`src/rtl/qbm_pkg.sv`:
```
`default_nettype none
package qbm_pkg;
  localparam int COORD_WIDTH_DEF = 16;
  localparam int TIME_WIDTH_DEF = 16;
  localparam int CORDIC_ITERS_DEF = 16;
  localparam int NUM_REGS = 7;
  localparam int IDX_W = 3;
  localparam int HEAD_W = 16;
  localparam int ANG_W = 36;
  localparam int VEC_W = 64;
  localparam int TAB_LEN = 24;

  localparam logic [IDX_W-1:0] REG_P0X = 3'd0;
  localparam logic [IDX_W-1:0] REG_P0Y = 3'd1;
  localparam logic [IDX_W-1:0] REG_P1X = 3'd2;
  localparam logic [IDX_W-1:0] REG_P1Y = 3'd3;
  localparam logic [IDX_W-1:0] REG_P2X = 3'd4;
  localparam logic [IDX_W-1:0] REG_P2Y = 3'd5;
  localparam logic [IDX_W-1:0] REG_DUR = 3'd6;

  localparam logic REQ_START = 1'b0;
  localparam logic REQ_TICK = 1'b1;

  localparam logic signed [ANG_W-1:0] QUARTER_TURN = 36'sd754974720;
  localparam logic signed [ANG_W-1:0] HEAD_MAX = 36'sd23040;
  localparam logic signed [ANG_W-1:0] HEAD_MIN = -36'sd23040;

  typedef enum logic [3:0] {
    ST_IDLE, ST_DIV, ST_MUL, ST_POS, ST_NORM, ST_CORD, ST_DONE, ST_OUT
  } state_t;

  typedef struct packed {
    logic start_div;
    logic div_step;
    logic do_mul;
    logic do_pos;
    logic start_norm;
    logic norm_step;
    logic cord_step;
    logic finish;
  } cmd_t;

  typedef struct packed {
    logic div_done;
    logic norm_done;
    logic cord_done;
  } sts_t;

  function automatic logic signed [ANG_W-1:0] atan_lut(input logic [4:0] i);
    logic signed [ANG_W-1:0] v;
    case (i)
      5'd0: v = 36'sd377487360;   5'd1: v = 36'sd222843801;
      5'd2: v = 36'sd117744544;   5'd3: v = 36'sd59768969;
      5'd4: v = 36'sd30000467;    5'd5: v = 36'sd15014858;
      5'd6: v = 36'sd7509261;     5'd7: v = 36'sd3754860;
      5'd8: v = 36'sd1877459;     5'd9: v = 36'sd938733;
      5'd10: v = 36'sd469367;     5'd11: v = 36'sd234683;
      5'd12: v = 36'sd117342;     5'd13: v = 36'sd58671;
      5'd14: v = 36'sd29335;      5'd15: v = 36'sd14668;
      5'd16: v = 36'sd7334;       5'd17: v = 36'sd3667;
      5'd18: v = 36'sd1833;       5'd19: v = 36'sd917;
      5'd20: v = 36'sd458;        5'd21: v = 36'sd229;
      5'd22: v = 36'sd115;        5'd23: v = 36'sd57;
      default: v = '0;
    endcase
    return v;
  endfunction
endpackage
`default_nettype wire

```
`src/rtl/qbm_ctrl.sv`:
```
`default_nettype none
module qbm_ctrl (
  input  wire logic clk,
  input  wire logic rst_n,
  input  wire logic go,
  input  wire qbm_pkg::sts_t sts,
  input  wire logic out_free,
  output qbm_pkg::cmd_t cmd,
  output logic busy
);
  import qbm_pkg::*;
  state_t state_r, state_nxt;

  always_ff @(posedge clk) begin
    if (!rst_n) state_r <= ST_IDLE;
    else state_r <= state_nxt;
  end

  always_comb begin
    state_nxt = state_r;
    unique case (state_r)
      ST_IDLE: if (go) state_nxt = ST_DIV;
      ST_DIV:  if (sts.div_done) state_nxt = ST_MUL;
      ST_MUL:  state_nxt = ST_POS;
      ST_POS:  state_nxt = ST_NORM;
      ST_NORM: if (sts.norm_done) state_nxt = ST_CORD;
      ST_CORD: if (sts.cord_done) state_nxt = ST_DONE;
      ST_DONE: if (out_free) state_nxt = ST_OUT;
      ST_OUT:  state_nxt = ST_IDLE;
      default: state_nxt = ST_IDLE;
    endcase
  end

  always_comb begin
    cmd = '0;
    busy = 1'b1;
    unique case (state_r)
      ST_IDLE: begin busy = 1'b0; cmd.start_div = go; end
      ST_DIV:  cmd.div_step = 1'b1;
      ST_MUL:  cmd.do_mul = 1'b1;
      ST_POS:  begin cmd.do_pos = 1'b1; cmd.start_norm = 1'b1; end
      ST_NORM: cmd.norm_step = 1'b1;
      ST_CORD: cmd.cord_step = 1'b1;
      ST_DONE: cmd.finish = out_free;
      ST_OUT:  cmd.finish = 1'b0;
      default: busy = 1'b1;
    endcase
  end

  assert property (@(posedge clk) disable iff (!rst_n)
    state_r == ST_IDLE && go |=> state_r == ST_DIV)
    else $error("tick did not start division");
  assert property (@(posedge clk) disable iff (!rst_n)
    $onehot0({cmd.div_step, cmd.cord_step, cmd.norm_step}))
    else $error("overlapping datapath steps");
  assert property (@(posedge clk) disable iff (!rst_n)
    state_r == ST_MUL |=> state_r == ST_POS)
    else $error("multiply stage skipped");
endmodule
`default_nettype wire

```
`config.mk`:
```
export PLATFORM = sky130hd
export DESIGN_NAME = qbm_ctrl
export DESIGN_NICKNAME = d
export VERILOG_FILES = /design/src/rtl/qbm_pkg.sv /design/src/rtl/qbm_ctrl.sv
export SDC_FILE = /design/constraint.sdc
export NUM_CORES = 1
export LEC_CHECK = 0
export ABC_AREA = 1
export BUFFER_PORTS_ARGS = -buffer_cell sky130_fd_sc_hd__buf_2
export CAP_MARGIN = 40
export CORE_AREA = 2 2 39 41
export CTS_CLUSTER_DIAMETER = 100
export CTS_CLUSTER_SIZE = 25
export DETAILED_ROUTE_END_ITERATION = 8
export DIE_AREA = 0 0 41 43
export PLACE_DENSITY = 0.53
export SYNTH_ARGS = -nofsm -noshare
export SYNTH_HDL_FRONTEND = slang
export SYNTH_SLANG_ARGS = --single-unit
```
`constraint.sdc`:
```
create_clock -name clk -period 1.39 [get_ports clk]
set_input_delay 0.2085 -clock clk [delete_from_list [all_inputs] [get_ports clk]]
set_output_delay 0.2085 -clock clk [all_outputs]
set_load 0.005 [all_outputs]
```
==> results of run 1 <==
## Yosys cell counts
| library cell | number |
|---|---|
| nor2_4 | 1 |
| o21ai_0 | 1 |
| inv_2 | 3 |
| nor2_1 | 7 |
| nor2_2 | 2 |
| ha_1 | 4 |
| nand2_1 | 8 |
| o21bai_2 | 1 |
| inv_1 | 11 |
| nand3_2 | 2 |
| nand2_2 | 1 |
| dfxtp_1 | 3 |
| buf_4 | 1 |
| nand2_4 | 2 |
| nand3_1 | 3 |
| buf_6 | 1 |
| nor3_1 | 2 |
| nand3_4 | 1 |
## stage by stage
stage | util, % | std cells | setup slack [ps] | instance area (sq um) | hold WS, ps
final | 37.6 | 87 | 60.7 | 520 | 211
after floorplan | - | 54 | 119 | 369 | 329
after CTS | 37.5 | 88 | 13.0 | 519 | 203
after global placement | 32.7 | 84 | 38.1 | 453 | 467
after detailed placement | 32.7 | 84 | 36.3 | 453 | 465
after global routing | 37.6 | 87 | -26.3 | 520 | 208
## worst min-delay path, cell delays in order
cell,delay [ps]
buf_2,110
nand2_1,60
nor2_1,30
## final cells by class
type                       count  area [sq um]  area share (%)
multi-input combinational     35           273            52.4
timing repair buffer          15          75.1            14.4
sequential                     3          68.8            13.2
inverter                      14          57.6            11.1
clock buffer                   4          26.3            5.05
tap                           16          20.0            3.85
## cell families (layout without fill, tap and decap cells)
logic type	after synthesis	in the layout	share of synthesized area [%]
compound gates	2	2	4.41
fa+ha+maj	4	4	13.6
buf+inv	16	33	19.3
flops	3	3	16.3
simple gates	29	29	46.4
## repair_timing
action	CTS	global route
endpoints found under the setup margin	7	4
hold endpoints to repair	0	0
pin swaps	2	2
resized for setup	13	4
## metal layers
| layer | track usage [%] | up-vias |
|---|---|---|
| li1 | - | 190 |
| met4 | 4.00 | 0 |
| met3 | 6.28 | 0 |
| met2 | 18.8 | 13 |
| met1 | 9.58 | 157 |
| met5 | 0 | - |
## final timing paths
kind	from	endpoint	slack [ps]
hold / removal	rst_n	state_r[2]	210
hold reg to reg	state_r[0]	state_r[0]	550
setup / recovery	state_r[0]	cmd[0]	60
setup reg to reg	state_r[1]	state_r[0]	140
## power by group
part / internal, mW / switching (mW) / total, mW / leakage, nW
combinational: 0.340 / 0.396 / 0.736 / 0.262
clock: 0.108 / 0.0471 / 0.155 / 0.0150
sequential: 0.148 / 0.0839 / 0.232 / 0.0264
total: 0.595 / 0.527 / 1.12 / 0.303
==> results.ini, run 1 <==
[routing]
maxUsedRoutingLayer = met3
drc_errors = 0
drtAntennaViolNets = 0
vias_per_cell = 4.14
wire_per_inst_um = 8.51
dr.pass1.iters = 2
routed_wl_um = 740
drt-initial-drc-count = 2
vias = 360
dr_wl_met3_um = 61
wl_met2_um = 412
met1_length_um = 266

[timing]
max_freq_mhz = 752
slew_headroom_pct = 88.4
period_share_pct = 95.6
slew_violations = 0
hold_viol = 0
fin_crit_ps = 1330
rsz0062_at_grt = true
fin_worst_skew_ps = 2.18
finalSetupViolCount = 0
worst_pin_slew_ps = 174
fin_setup_tns_ps = 0

[logic_synthesis]
syn_nets = 65
ys_types = 18
synth_area_leader_cell = dfxtp_1
ys_warn_count = 0
syn_inst = 54
synth_seq_area_share_pct = 16.3
post_synth.cell_area_avg_sq_um = 6.84
synth_area_sq_um = 369
synth_seq_cells = 3
yosys.area.top_type_share_pct = 16.3
synth.area.top_cells = dfxtp_1 16%, ha_1 14%, inv_1 11%

[finish]
drive_gt1_share_pct = 57.7
final_cell_mix = 15 x buf_2, 9 x inv_1, 7 x nor2_1, 7 x nand2_1
final_nets = 83
top_register = state_r
final_common_cell = buf_2
area_growth_syn_to_layout_pct = 41.0
largestRegisters = state_r x3
largest_reg_flops = 3
n_fill_cell = 160
antenna_cells = 0

[pwr]
total_power_mw = 1.12
peakVddDrop_mv = 0.579
power_leakage_nw = 0.303
pwr_density_cell_mw_per_mm2 = 2160

[worst_setup_path]
worstPathRequired_ps = 1180
slowest_delay_ps = 350
path_delay_family = flip-flops
crit_path_max_fanout = 4
cp-end-kind = output port
crit_buf_inv = 3
start_kind = register
cp.depth = 5
cp_slowest_cell = dfxtp_4
path_cells = inv_4 -> ha_4 -> inv_1 -> nor3_2 -> buf_2
cp.arrival_ps = 1120
ff2ff_path_depth = 8
path_class = register to output port

[clock_network]
hold_buffers = 0
clockRootBuffer = clkbuf_4
clk_latency_ps = 240
path_clk_slew_ps = 40
cts_tree = done
cts.sinks = 3
numCtsBuffers = 3
postCtsSetupRepairBufs = 0
htreeDepth = 1
ctsLongestPathBuffers = 2

[grt]
track_usage_pct = 10.8
grt_overflow = 0
antenna_found_initial = 0
grt_pass1_wl_um = 1260
grt_max_degree = 10
grt_pass1_vias = 326

[flow_run]
cap_violations = 0

[min_path]
hold_depth = 3
hold_class = input pin to register

[placed_design]
finalWeightedCongestion = 0.624
portBuffers = 15
hpwl_um = 592

[die]
io-pin-count = 16
std_cell_rows = 14
die_h_um = 43
placeableCoreArea_sq_mm = 0.00138
initial_core_util_pct = 26.7
dieWidth_um = 41
die-area_sq_mm = 0.00176

[status]
outcome = completed

Note: power is estimated with default switching activity, not from simulation.
==> run 2: changes to the inputs <==
--- a/config.mk
+++ b/config.mk
@@ -5,15 +5,14 @@
 export SDC_FILE = /design/constraint.sdc
 export NUM_CORES = 1
 export LEC_CHECK = 0
-export ABC_AREA = 1
 export BUFFER_PORTS_ARGS = -buffer_cell sky130_fd_sc_hd__buf_2
-export CAP_MARGIN = 40
 export CORE_AREA = 2 2 39 41
 export CTS_CLUSTER_DIAMETER = 100
 export CTS_CLUSTER_SIZE = 25
 export DETAILED_ROUTE_END_ITERATION = 8
 export DIE_AREA = 0 0 41 43
-export PLACE_DENSITY = 0.53
+export PLACE_DENSITY = 0.47
+export SETUP_SLACK_MARGIN = 0.5
 export SYNTH_ARGS = -nofsm -noshare
 export SYNTH_HDL_FRONTEND = slang
 export SYNTH_SLANG_ARGS = --single-unit
==> results.ini, run 2 <==
[logic_synthesis]
ys_types = 19
ys_warn_count = 0
synth-main-ff-cell = dfxtp_1
synth-edff-count = 0
post_synth.cell_area_avg_sq_um = 7.95
syn_inst = 37
yosys.area.top_type_share_pct = 20.4
synth_seq_area_share_pct = 20.4
ys_async_sr_fraction_pct = 0
synth.area.top_cells = dfxtp_1 20%, ha_1 17%, mux2i_1 10%
synth_commonest_cells = 5 x inv_1, 4 x ha_1, 4 x nand2_1
syn_nets = 48
yosysMostFrequentCell = inv_1
synth_seq_cells = 3
synth_area_sq_um = 294
synth_area_leader_cell = dfxtp_1

[routing]
drt-initial-drc-count = 0
routed_wl_um = 677
drtAntennaViolNets = 0
vias = 312
drc_errors = 0
dr.pass1.iters = 1
vias_per_cell = 4.22
wire_per_inst_um = 9.15

[grt]
grt_pass1_wl_um = 966
use_met1_pct = 8.33
top_usage_layer = met2
antenna_found_initial = 0
grt_pass1_vias = 265
grt_overflow = 0
grt_max_degree = 12
grt.met2_usage_pct = 13.4
grt.met3_usage_pct = 6.28
track_usage_pct = 8.12

[timing]
hold_viol = 0
rsz0062_at_grt = true
slew_headroom_pct = 87.7
period_share_pct = 101
worst_pin_slew_ps = 184
finalSetupViolCount = 1
fin_crit_ps = 1400
timing.final.ws_setup_ps = -13.3
max_freq_mhz = 713
fin_worst_skew_ps = 5.99
slew_violations = 0

[clock_network]
cts.sinks = 3
htreeDepth = 1
numCtsBuffers = 3
clk_latency_ps = 230
cts_tree = done
clockRootBuffer = clkbuf_4
hold_buffers = 0
path_clk_slew_ps = 40
ctsLongestPathBuffers = 2

[finish]
area_growth_syn_to_layout_pct = 72.3
largestRegisters = state_r x3
fin_area_sq_um = 507
multiInputGateArea_sq_um = 246
final_common_cell = buf_2
drive_gt1_share_pct = 74.1
antenna_cells = 0
n_fill_cell = 155
final_nets = 70
final-seq-area_sq_um = 68.8
top_register = state_r
largest_reg_flops = 3
final_cell_mix = 14 x buf_2, 4 x nand2_1

[worst_setup_path]
reg2reg_from = state_r[0]
r2r_end = state_r[2]
cp-end-kind = output port
worstPathRequired_ps = 1180
reg2reg_slack_ps = 60
start_kind = register
ff2ff_path_depth = 6
cp-endpoint = cmd[7]
path_class = register to output port
cp-startpoint = state_r[0]
crit_path_max_fanout = 3
cp.arrival_ps = 1190

[pwr]
peakVddDrop_mv = 0.910
pwr_density_cell_mw_per_mm2 = 1860
power_leakage_nw = 0.249
total_power_uw = 943

[status]
outcome = finished with violations
violations = negative setup slack

[die]
die_h_um = 43
initial_core_util_pct = 21.2
io-pin-count = 16
dieWidth_um = 41
placeableCoreArea_sq_mm = 0.00138
die-area_sq_mm = 0.00176
std_cell_rows = 14

[placed_design]
dp_slack_ps = 111
hpwl_um = 521
finalWeightedCongestion = 0.601
portBuffers = 15
dpl_cell_area_sq_um = 393

[min_path]
min-delay-start = rst_n
hold_class = input pin to register

[flow_run]
cap_violations = 0

[run 2: changes by cell type after synthesis, moves of 3 or more]
cell,delta
mux2i_1,+3
nand2_1,-4
inv_1,-6
nand3_1,-3
nor2_1,-4
[run 2: worst max-delay path, stage by stage, from the launching register on]
cell and delay (ps):
dfxtp_4 350, inv_4 70, ha_4 130, or2b_1 230
nor2_1 70, buf_2 110
[run 2: routing by layer]
metal / vias to the layer above / wire length (um) / part of all wire, %
met1: 138 / 298 / 44
met5: - / 0 / 0
li1: 161 / - / -
met2: 13 / 316 / 47
met4: 0 / 0 / 0
met3: 0 / 61 / 9.0
[run 2: cell families (layout without fill, tap and decap cells)]
group / count (synthesis) / count (layout) / share of synthesized area, %
buffers and inverters: 8 / 29 / 14.0
multiplexers: 3 / 3 / 10.2
adder cells (fa/ha/maj): 4 / 4 / 17.0
AO/OA/AOI/OAI: 7 / 7 / 17.4
AND/OR/NAND/NOR: 12 / 12 / 20.9
flip-flops: 3 / 3 / 20.4
[run 2: layout make-up]
class / instances / area share, %
clock buffer: 4 / 5.19
timing repair buffer: 19 / 22.7
inverter: 6 / 5.93
multi-input combinational: 26 / 48.6
sequential: 3 / 13.6
tap: 16 / 3.95
[run 2: report_power, final]
part	total, mW	internal [mW]	switching, mW
clock network	0.149	0.107	0.0419
logic	0.608	0.328	0.281
registers	0.185	0.135	0.0505
[run 2: how the worst min path moves through the flow]
stage / slack, ps / endpoint / depth (start not counted)
after floorplan: 350 / state_r[1] / 2
after global placement: 490 / state_r[0] / 2
after detailed placement: 500 / state_r[0] / 2
after CTS: 270 / state_r[1] / 3
after global routing: 280 / state_r[2] / 3
final: 270 / state_r[2] / 3
[run 2: metrics by stage]
| stage | hold slack, ps | cells | utilization [%] | setup TNS (ps) |
|---|---|---|---|---|
| floorplan | 346 | 37 | - | 0 |
| global placement | 486 | 66 | 28.4 | 0 |
| detailed placement | 497 | 66 | 28.4 | 0 |
| CTS | 272 | 74 | 34.2 | -18.2 |
| global route | 281 | 74 | 36.6 | -212 |
| finish | 273 | 74 | 36.6 | -13.3 |
[run 2: what timing repair did]
action                                  4_1_cts  5_1_grt
endpoints found under the setup margin       12       12
gates cloned                                  0        0
buffers inserted                              4        0
resized for setup                             7        7
pin swaps                                     2        1
hold endpoints to repair                      0        0
